`config.mk`:
```
export PLATFORM = sky130hd
export DESIGN_NAME = fba_ctrl
export DESIGN_NICKNAME = d
export VERILOG_FILES = /design/src/sv/assert_macros.svh /design/src/sv/fba_pkg.sv /design/src/sv/fba_ctrl.sv
export SDC_FILE = /design/constraint.sdc
export NUM_CORES = 1
export LEC_CHECK = 0
export BUFFER_PORTS_ARGS = -buffer_cell sky130_fd_sc_hd__buf_4
export CORE_AREA = 4 4 41 43
export CTS_CLUSTER_SIZE = 25
export DETAILED_ROUTE_END_ITERATION = 10
export DIE_AREA = 0 0 45 47
export SLEW_MARGIN = 25
export SYNTH_ARGS = -nofsm -noshare
export SYNTH_HDL_FRONTEND = slang
export SYNTH_SLANG_ARGS = --single-unit
```
`constraint.sdc`:
```
create_clock -name clk_i -period 1.5 [get_ports clk_i]
set_input_delay 0.15 -clock clk_i [delete_from_list [all_inputs] [get_ports clk_i]]
set_output_delay 0.15 -clock clk_i [all_outputs]
set_load 0.02 [all_outputs]
```
`src/sv/assert_macros.svh`:
```
// ----------------------------------------------------------------------------
// assert_macros.svh
// Shared concurrent assertion macros for the frame bitmap allocator.
// ----------------------------------------------------------------------------
`ifndef ASSERT_MACROS_SVH
`define ASSERT_MACROS_SVH

// Property checked on every rising edge, suspended while reset is asserted.
`define FBA_ASSERT(lbl, clk, rst_n, prop) \
  lbl: assert property (@(posedge clk) disable iff (!(rst_n)) (prop)) \
    else $error("%m: assertion failed");

// Condition that must never hold outside reset.
`define FBA_ASSERT_NEVER(lbl, clk, rst_n, cond) \
  `FBA_ASSERT(lbl, clk, rst_n, !(cond))

`endif

```
`src/sv/fba_pkg.sv`:
```
// ----------------------------------------------------------------------------
// fba_pkg
// Types and constants shared by the frame bitmap allocator modules.
// ----------------------------------------------------------------------------
package fba_pkg;

  localparam int unsigned FRAMES    = 4096;
  localparam int unsigned WORD_BITS = 32;
  localparam int unsigned NWORDS    = FRAMES / WORD_BITS;
  localparam int unsigned WADDR_W   = $clog2(NWORDS);
  localparam int unsigned BIT_W     = $clog2(WORD_BITS);
  localparam int unsigned SCAN_W    = WADDR_W + 1;
  localparam int unsigned FRAME_W   = 12;
  localparam int unsigned CNT_W     = 13;
  localparam logic [CNT_W-1:0] FRAME_COUNT_RST = CNT_W'(4096);

  typedef enum logic [1:0] {
    OP_ALLOC = 2'd0,
    OP_FREE  = 2'd1,
    OP_MARK  = 2'd2,
    OP_TEST  = 2'd3
  } opcode_e;

  typedef enum logic [1:0] {
    ST_DONE    = 2'd0,
    ST_NOP     = 2'd1,
    ST_NO_FREE = 2'd2
  } status_e;

  typedef struct packed {
    opcode_e              opcode;
    logic [FRAME_W-1:0]   frame_index;
    logic                 kernel_only;
    logic                 wr_allowed;
  } in_item_t;

  typedef struct packed {
    logic [FRAME_W-1:0]   result_frame;
    logic                 present;
    logic                 writable;
    logic                 user_mode;
    logic                 in_use;
    status_e              status;
  } out_item_t;

  // Controller to datapath
  typedef struct packed {
    logic load;        // capture the accepted transaction
    logic rd_req;      // read the word holding the request's frame
    logic scan_start;  // rewind the search pointer
    logic scan_step;   // issue the next search read
    logic apply;       // finish free / mark / test
    logic skip;        // alloc with a frame already held
    logic claim;       // set the free bit just found
    logic fail;        // search exhausted
  } dp_cmd_t;

  // Datapath to controller
  typedef struct packed {
    opcode_e op;
    logic    has_frame;
    logic    found;
    logic    exhausted;
  } dp_sts_t;

endpackage

```
`src/sv/fba_ctrl.sv`:
```
// ----------------------------------------------------------------------------
// fba_ctrl
// Controller: sequences decode, single-bit update and the first-fit search.
// ----------------------------------------------------------------------------
module fba_ctrl import fba_pkg::*; (
  input  logic    clk_i,
  input  logic    rst_ni,
  input  logic    start,
  input  dp_sts_t sts_i,
  output dp_cmd_t cmd_o,
  output logic    busy
);

  typedef enum logic [3:0] {
    S_IDLE   = 4'b0001,
    S_DECODE = 4'b0010,
    S_APPLY  = 4'b0100,
    S_SCAN   = 4'b1000
  } state_e;

  state_e state_q, state_d;

  always_comb begin
    state_d = state_q;
    cmd_o   = '0;
    unique case (state_q)
      S_IDLE: begin
        if (start) begin
          cmd_o.load = 1'b1;
          state_d    = S_DECODE;
        end
      end
      S_DECODE: begin
        if (sts_i.op == OP_ALLOC) begin
          if (sts_i.has_frame) begin
            cmd_o.skip = 1'b1;
            state_d    = S_IDLE;
          end else begin
            cmd_o.scan_start = 1'b1;
            state_d          = S_SCAN;
          end
        end else begin
          cmd_o.rd_req = 1'b1;
          state_d      = S_APPLY;
        end
      end
      S_APPLY: begin
        cmd_o.apply = 1'b1;
        state_d     = S_IDLE;
      end
      S_SCAN: begin
        priority if (sts_i.found) begin
          cmd_o.claim = 1'b1;
          state_d     = S_IDLE;
        end else if (sts_i.exhausted) begin
          cmd_o.fail = 1'b1;
          state_d    = S_IDLE;
        end else begin
          cmd_o.scan_step = 1'b1;
        end
      end
      default: state_d = S_IDLE;
    endcase
  end

  always_ff @(posedge clk_i or negedge rst_ni) begin
    if (!rst_ni) begin
      state_q <= S_IDLE;
    end else begin
      state_q <= state_d;
    end
  end

  assign busy = (state_q != S_IDLE);

endmodule

```
==> results.tsv, run 1 <==
metric	value	unit
timing.setup.critical_path_class	reg2out	
clock-sinks	4	
die_area	0.002115	mm^2
hold_path_depth	2	
timing.rr.end	state_q[0]$_DFFE_PN1P_	
largest_buffer_count_on_any_clock_path	2	
final_antenna_net_count	0	
vias	280	
synth-seq-area-share	0.3803	
worst_setup_hold_path_clk_slew	40	ps
slew_headroom	0.7055	
worst_path_max_delay_cell	sky130_fd_sc_hd__or4b_4	
worst_slew_pin_slew	435.7	ps
worst_setup_path_end_kind	output port	
final_critical_path_time_including_i_o_delays_and_setup	1699	ps
yosys_warnings	0	
clk_latency	240	ps
dp_hpwl	510.4	um
layout_overhead_on_the_synthesized_area	94.84	%
final-setup-viol-count	8	
clock_skew_after_layout	12.12	ps
setup_repair_after_global_routing_missed_its_margin	true	
num-fill-cells	134	
cts-buffers-inserted	3	
grt_usage	0.07778	
leakagePower	0.2338	nW
run_status	finished, violations left	
antenna_cells_inserted	0	
whs	93.60	ps
met3_usage	0.06130	
hold_end	state_q[0]$_DFFE_PN1P_	
use_met1	0.08525	
final_cells	64	
cts-root-buf	sky130_fd_sc_hd__clkbuf_4	
number_of_flip_flops_in_the_largest_register	4	
die-height	47	um
postRouteWirelength	673	um
via_count_of_the_first_global_routing_pass	277	
buffer_ports.inserted	16	
grt_antenna_before_repair	0	
registers_with_the_most_flip_flops	state_q (4)	
cts.htree.levels	1	
maxClockFrequency	588.4	MHz
wl_per_cell	10.52	um
synth_area_per_cell	10.25	um^2
yosys_register_bits	4	
core_area	0.001301	mm^2
globalRoute.totalOverflow	0	
cp-start-kind	flip-flop	
report.final.slew_viol_count	0	
vdd.ir_drop.worst	818.4	uV
ff2ff_setup_slack	10	ps
post-route-drc-count	0	
global_route.usage.met2	0.1102	
drive_above_1_share	0.6531	
initial_core_util	0.2048	
final_net_count	58	
grt_pass1_wl	1104	um
failed_checks	negative setup slack	
min_path_type	in2reg	
timing.final.hold_violations	0	
critical_path.cell_chain	or4b_4, buf_4, nor2_4, buf_6	
dr.first_iter.drc_count	4	
grt_start_max_net_pins	6	
placed_cells	57	
synth.net_count	34	
worstRegToRegCells	4	
routabilityCongestion	0.6731	
finalSetupTns	-1153	ps
biggest_fanout_along_the_worst_timing_path	5	
worstReg2RegStart	state_q[0]$_DFFE_PN1P_	
netlist_instances	26	
top_level_ports	17	
die_width	45	um
detail_route.first_pass.iterations	4	
largest-register	state_q	
synth.distinct_cells	15	
final.setup.worst_slack	-199.4	ps
timing.critical_path.required	1350	ps
final_min_period_over_clock_period	1.133	
clock_tree_from_tritoncts	done	
drv_cap	0	
vias_per_cell	4.375	
power.density	1315	mW/mm^2
mappedNetlistArea	266.5	um^2
hold_path.startpoint	start	
most_used_routing_layer	met2	
worst_path_largest_cell_delay	550	ps
placement_rows	13	
cp.arrival	1550	ps
## synth_stat cells, drive strengths merged
cell,instances,area share
nor3b,2,0.056
nor4,1,0.080
mux2i,1,0.038
or4b,3,0.14
dfrtp,3,0.28
o22ai,1,0.023
nor2,6,0.085
or2,1,0.023
nor3,1,0.038
dfstp,1,0.099
inv,2,0.028
nor4b,2,0.066
buf,1,0.019
and2,1,0.023
## per-layer routing
metal,up-vias,share of wire
li1,139,-
met1,128,0.40
met2,13,0.48
met3,0,0.12
met4,0,0
met5,-,0
## logic make-up (layout without fill, tap and decap cells)
group	after synthesis	after routing	synth area share
AO/OA/AOI/OAI	1	1	0.02349
buffers and inverters	3	26	0.04694
flip-flops	4	4	0.3803
multiplexers	1	1	0.03756
AND/OR/NAND/NOR	17	17	0.5118
## layout make-up
| class | instances | area (um^2) | share of cell area |
|---|---|---|---|
| multi-input cells | 19 | 190.2 | 0.3663 |
| repair buffers | 20 | 175.2 | 0.3373 |
| flip-flops and latches | 4 | 101.3 | 0.1952 |
| clock buffers | 4 | 26.28 | 0.05060 |
| well taps | 15 | 18.77 | 0.03614 |
| inverters | 2 | 7.507 | 0.01446 |
## where the power goes
| part | switching [mW] | internal (mW) |
|---|---|---|
| combinational | 0.162 | 0.194 |
| sequential | 0.0333 | 0.148 |
| clock | 0.0455 | 0.0998 |
| total | 0.241 | 0.442 |
## metrics by stage
step / setup slack, ps / power, mW / util / cell area, um^2
2_1_floorplan: 9.380 / 0.3403 / - / 280.3
3_3_place_gp: 21.52 / 0.4257 / 0.3240 / 421.7
3_5_place_dp: 13.21 / 0.4278 / 0.3240 / 421.7
4_1_cts: -214.4 / 0.6503 / 0.3779 / 491.7
5_1_grt: -261.4 / 0.7308 / 0.3990 / 519.2
6_report: -199.4 / 0.6826 / 0.3990 / 519.2
## timing repair
item | in CTS | in global routing
setup buffers | 1 | 1
endpoints found under the setup margin | 8 | 9
pin swaps | 1 | 1
gates resized for setup | 7 | 5
hold buffers | 1 | 0
endpoints found under the hold margin | 4 | 0
## layout by cell type, fill, tap and decap left out, drive strengths merged
cell and n:
o22ai 1, clkbuf 4, nor2 6, dfstp 1, inv 2, and2 1
nor4b 2, nor4 1, mux2i 1, dlygate4sd3 1, buf 19, or4b 3
dfrtp 3, nor3 1, nor3b 2, or2 1
## worst max-delay path: cells and delay by family, from the launching register on
family,cells,cell delay (ps)
flip-flops,1,410
buffers and inverters,2,280
AND/OR/NAND/NOR,2,620
## how the worst max path moves through the flow
stage	from	end	slack [ps]	depth (start not counted)
final	state_q[2]$_DFFE_PN0P_	cmd_o[6]	-200	4
after CTS	state_q[2]$_DFFE_PN0P_	cmd_o[5]	-210	3
after floorplan	state_q[0]$_DFFE_PN1P_	cmd_o[7]	9	3
after global placement	state_q[0]$_DFFE_PN1P_	cmd_o[7]	20	3
after detailed placement	state_q[0]$_DFFE_PN1P_	cmd_o[7]	10	3
after global routing	state_q[2]$_DFFE_PN0P_	cmd_o[6]	-260	4
No activity file was read; power rests on OpenSTA's default activity.
==> inputs of run 2 (changes only) <==
--- a/config.mk
+++ b/config.mk
@@ -5,6 +5,7 @@
 export SDC_FILE = /design/constraint.sdc
 export NUM_CORES = 1
 export LEC_CHECK = 0
+export ABC_AREA = 1
 export BUFFER_PORTS_ARGS = -buffer_cell sky130_fd_sc_hd__buf_4
 export CORE_AREA = 4 4 41 43
 export CTS_CLUSTER_SIZE = 25
==> run 2 against run 1 <==
The run now ends clean. Die area unchanged. Clock power grew 6%. Sequential share of layout area grew 1.9 points. Critical path type unchanged. Critical endpoint is now cmd_o[7]. Largest power group unchanged.
==> results.tsv, run 2 <==
metric	value	unit
run_status	complete, no violations	
synth.net_count	58	
final-setup-viol-count	0	
grt_start_max_net_pins	6	
drive_above_1_share	0.4085	
placement_rows	13	
synth-seq-area-share	0.3432	
placed_cells	81	
synth_area_per_cell	5.906	um^2
slew_headroom	0.8110	
final_min_period_over_clock_period	0.9433	
yosys_register_bits	4	
postRouteWirelength	769	um
post-route-drc-count	0	
timing.final.hold_violations	0	
min_path_type	in2reg	
dr.first_iter.drc_count	1	
top_level_ports	17	
setup_repair_after_global_routing_missed_its_margin	false	
initial_core_util	0.2269	
wl_per_cell	8.942	um
synth.distinct_cells	11	
globalRoute.totalOverflow	0	
cts-root-buf	sky130_fd_sc_hd__clkbuf_4	
vias	340	
synth_async_sr_flop_share	1.000	
via_count_of_the_first_global_routing_pass	365	
timing.critical_path.required	1350	ps
maxClockFrequency	706.8	MHz
dp_hpwl	632.8	um
worst_setup_hold_path_clk_slew	40	ps
core_area	0.001301	mm^2
power.density	1411	mW/mm^2
die_area	0.002115	mm^2
cts-buffers-inserted	3	
final_net_count	80	
worst_slew_pin_slew	280.9	ps
timing.setup.critical_path_class	reg2out	
yosys.area.top_type	sky130_fd_sc_hd__dfrtp_1	
die-height	47	um
largest_buffer_count_on_any_clock_path	2	
cp.arrival	1260	ps
clock_skew_after_layout	2.687	ps
vdd.ir_drop.worst	855.6	uV
largest-register	state_q	
clock-sinks	4	
vias_per_cell	3.953	
buffer_ports.inserted	16	
top_library_cells_by_usage_in_the_layout_fill_and_taps_aside	sky130_fd_sc_hd__buf_4 (16), sky130_fd_sc_hd__inv_1 (11), sky130_fd_sc_hd__nand2_1 (11), sky130_fd_sc_hd__nor2_1 (11), sky130_fd_sc_hd__nor2_2 (4)	
number_of_flip_flops_in_the_largest_register	4	
grt_usage	0.08947	
grt_antenna_before_repair	0	
post-synth-top-count-cell	sky130_fd_sc_hd__nor2_1	
finalSetupTns	0	ps
clock_tree_from_tritoncts	done	
most_common_library_cell_in_the_layout_ignoring_fill_and_taps	sky130_fd_sc_hd__buf_4	
grt_pass1_wl	1338	um
clk_latency	240	ps
netlist_instances	50	
synth_top_cells_by_area	sky130_fd_sc_hd__dfrtp_1 (25%), sky130_fd_sc_hd__nor2_1 (15%), sky130_fd_sc_hd__inv_1 (14%)	
final_critical_path_time_including_i_o_delays_and_setup	1415	ps
routabilityCongestion	0.7090	
die_width	45	um
final_antenna_net_count	0	
cts.htree.levels	1	
setup_fix_buffers_added_after_clock_tree_synthesis	0	
registers_with_the_most_flip_flops	state_q (4)	
worstRegToRegCells	7	
post-synth-top-area-fraction	0.2542	
antenna_cells_inserted	0	
leakagePower	0.2948	nW
yosys_most_used_dff	sky130_fd_sc_hd__dfrtp_1	
number_of_flops_mapped_to_enable_cells_by_yosys	0	
detail_route.first_pass.iterations	2	
worst_setup_path_end_kind	output port	
final_cells	86	
layout_overhead_on_the_synthesized_area	60.17	%
drv_cap	0	
yosys_warnings	0	
cp-start-kind	flip-flop	
mappedNetlistArea	295.3	um^2
hold_path_depth	3	
post_synth_most_frequent_cells	sky130_fd_sc_hd__nor2_1 (12), sky130_fd_sc_hd__inv_1 (11), sky130_fd_sc_hd__nand2_1 (11)	
report.final.slew_viol_count	0	
biggest_fanout_along_the_worst_timing_path	4	
run 2: changes by cell type after synthesis, moves of 2 or more:
cell                      delta
sky130_fd_sc_hd__nor2_1      +6
sky130_fd_sc_hd__inv_1       +9
sky130_fd_sc_hd__nand2_1    +11
sky130_fd_sc_hd__inv_2       +2
sky130_fd_sc_hd__nor3b_1     -2
sky130_fd_sc_hd__nand2_2     +3
sky130_fd_sc_hd__nand3_1     +2
sky130_fd_sc_hd__or4b_4      -2
sky130_fd_sc_hd__nor4b_1     -2
sky130_fd_sc_hd__nor2_2      +3
run 2: power breakdown:
| part | switching [mW] | internal (mW) |
|---|---|---|
| sequential | 0.0399 | 0.150 |
| combinational | 0.196 | 0.127 |
| clock | 0.0536 | 0.100 |
| total | 0.290 | 0.378 |
run 2: metal layers:
layer  track usage  vias up  wire length (um)
met5             0        -                 0
met4       0.01754        0                 6
met3       0.06897        2               103
met2        0.1497       17               354
met1       0.08924      136               305
li1              -      185                 -
run 2: cell type report:
type	count	area [um^2]
multi-input combinational	33	147.6
sequential	4	101.3
inverter	13	48.80
timing repair buffer	17	130.1
clock buffer	4	26.28
fill	146	828.3
tap	15	18.77
run 2: per-stage QoR:
stage               area, um^2  hold WS [ps]  setup WS (ps)  power [mW]    util
floorplan                295.3        -145.6          201.0      0.4017       -
global placement         434.2        -53.19          341.2      0.5057  0.3337
detailed placement       434.2        -51.83          336.7      0.5087  0.3337
CTS                      470.5         188.7          66.93      0.6713  0.3615
global route             473.0         197.9          9.736      0.7245  0.3635
finish                   473.0         200.1          85.09      0.6671  0.3635
run 2: path summary, 6_finish.rpt:
check                                            start                     end  slack, ps
worst max-delay path            state_q[0]$_DFFE_PN1P_                cmd_o[7]         90
worst min-delay path                             start  state_q[1]$_DFFE_PN0P_        200
worst max register to register  state_q[0]$_DFFE_PN1P_  state_q[0]$_DFFE_PN1P_        400
worst min register to register  state_q[0]$_DFFE_PN1P_  state_q[0]$_DFFE_PN1P_        620
max in group asynchronous                       rst_ni  state_q[0]$_DFFE_PN1P_       1060
min in group asynchronous                       rst_ni  state_q[1]$_DFFE_PN0P_        240
run 2: repair_timing:
action	4_1_cts	5_1_grt
resized for setup	0	1
endpoints found under the setup margin	0	1
hold buffers	1	0
endpoints found under the hold margin	4	0
run 2: critical path, cell delays in order, from the launching register on:
cell and delay [ps]:
sky130_fd_sc_hd__dfstp_2 560, sky130_fd_sc_hd__inv_2 50, sky130_fd_sc_hd__nor2_2 100, sky130_fd_sc_hd__nand2_2 90, sky130_fd_sc_hd__nor2_2 90, sky130_fd_sc_hd__buf_4 140
run 2: logic make-up (layout without fill, tap and decap cells):
| family | Yosys count | after routing | share of synthesized area |
|---|---|---|---|
| flops | 4 | 4 | 0.3432 |
| buf+inv | 13 | 34 | 0.1653 |
| compound gates | 1 | 1 | 0.01693 |
| simple gates | 32 | 32 | 0.4746 |
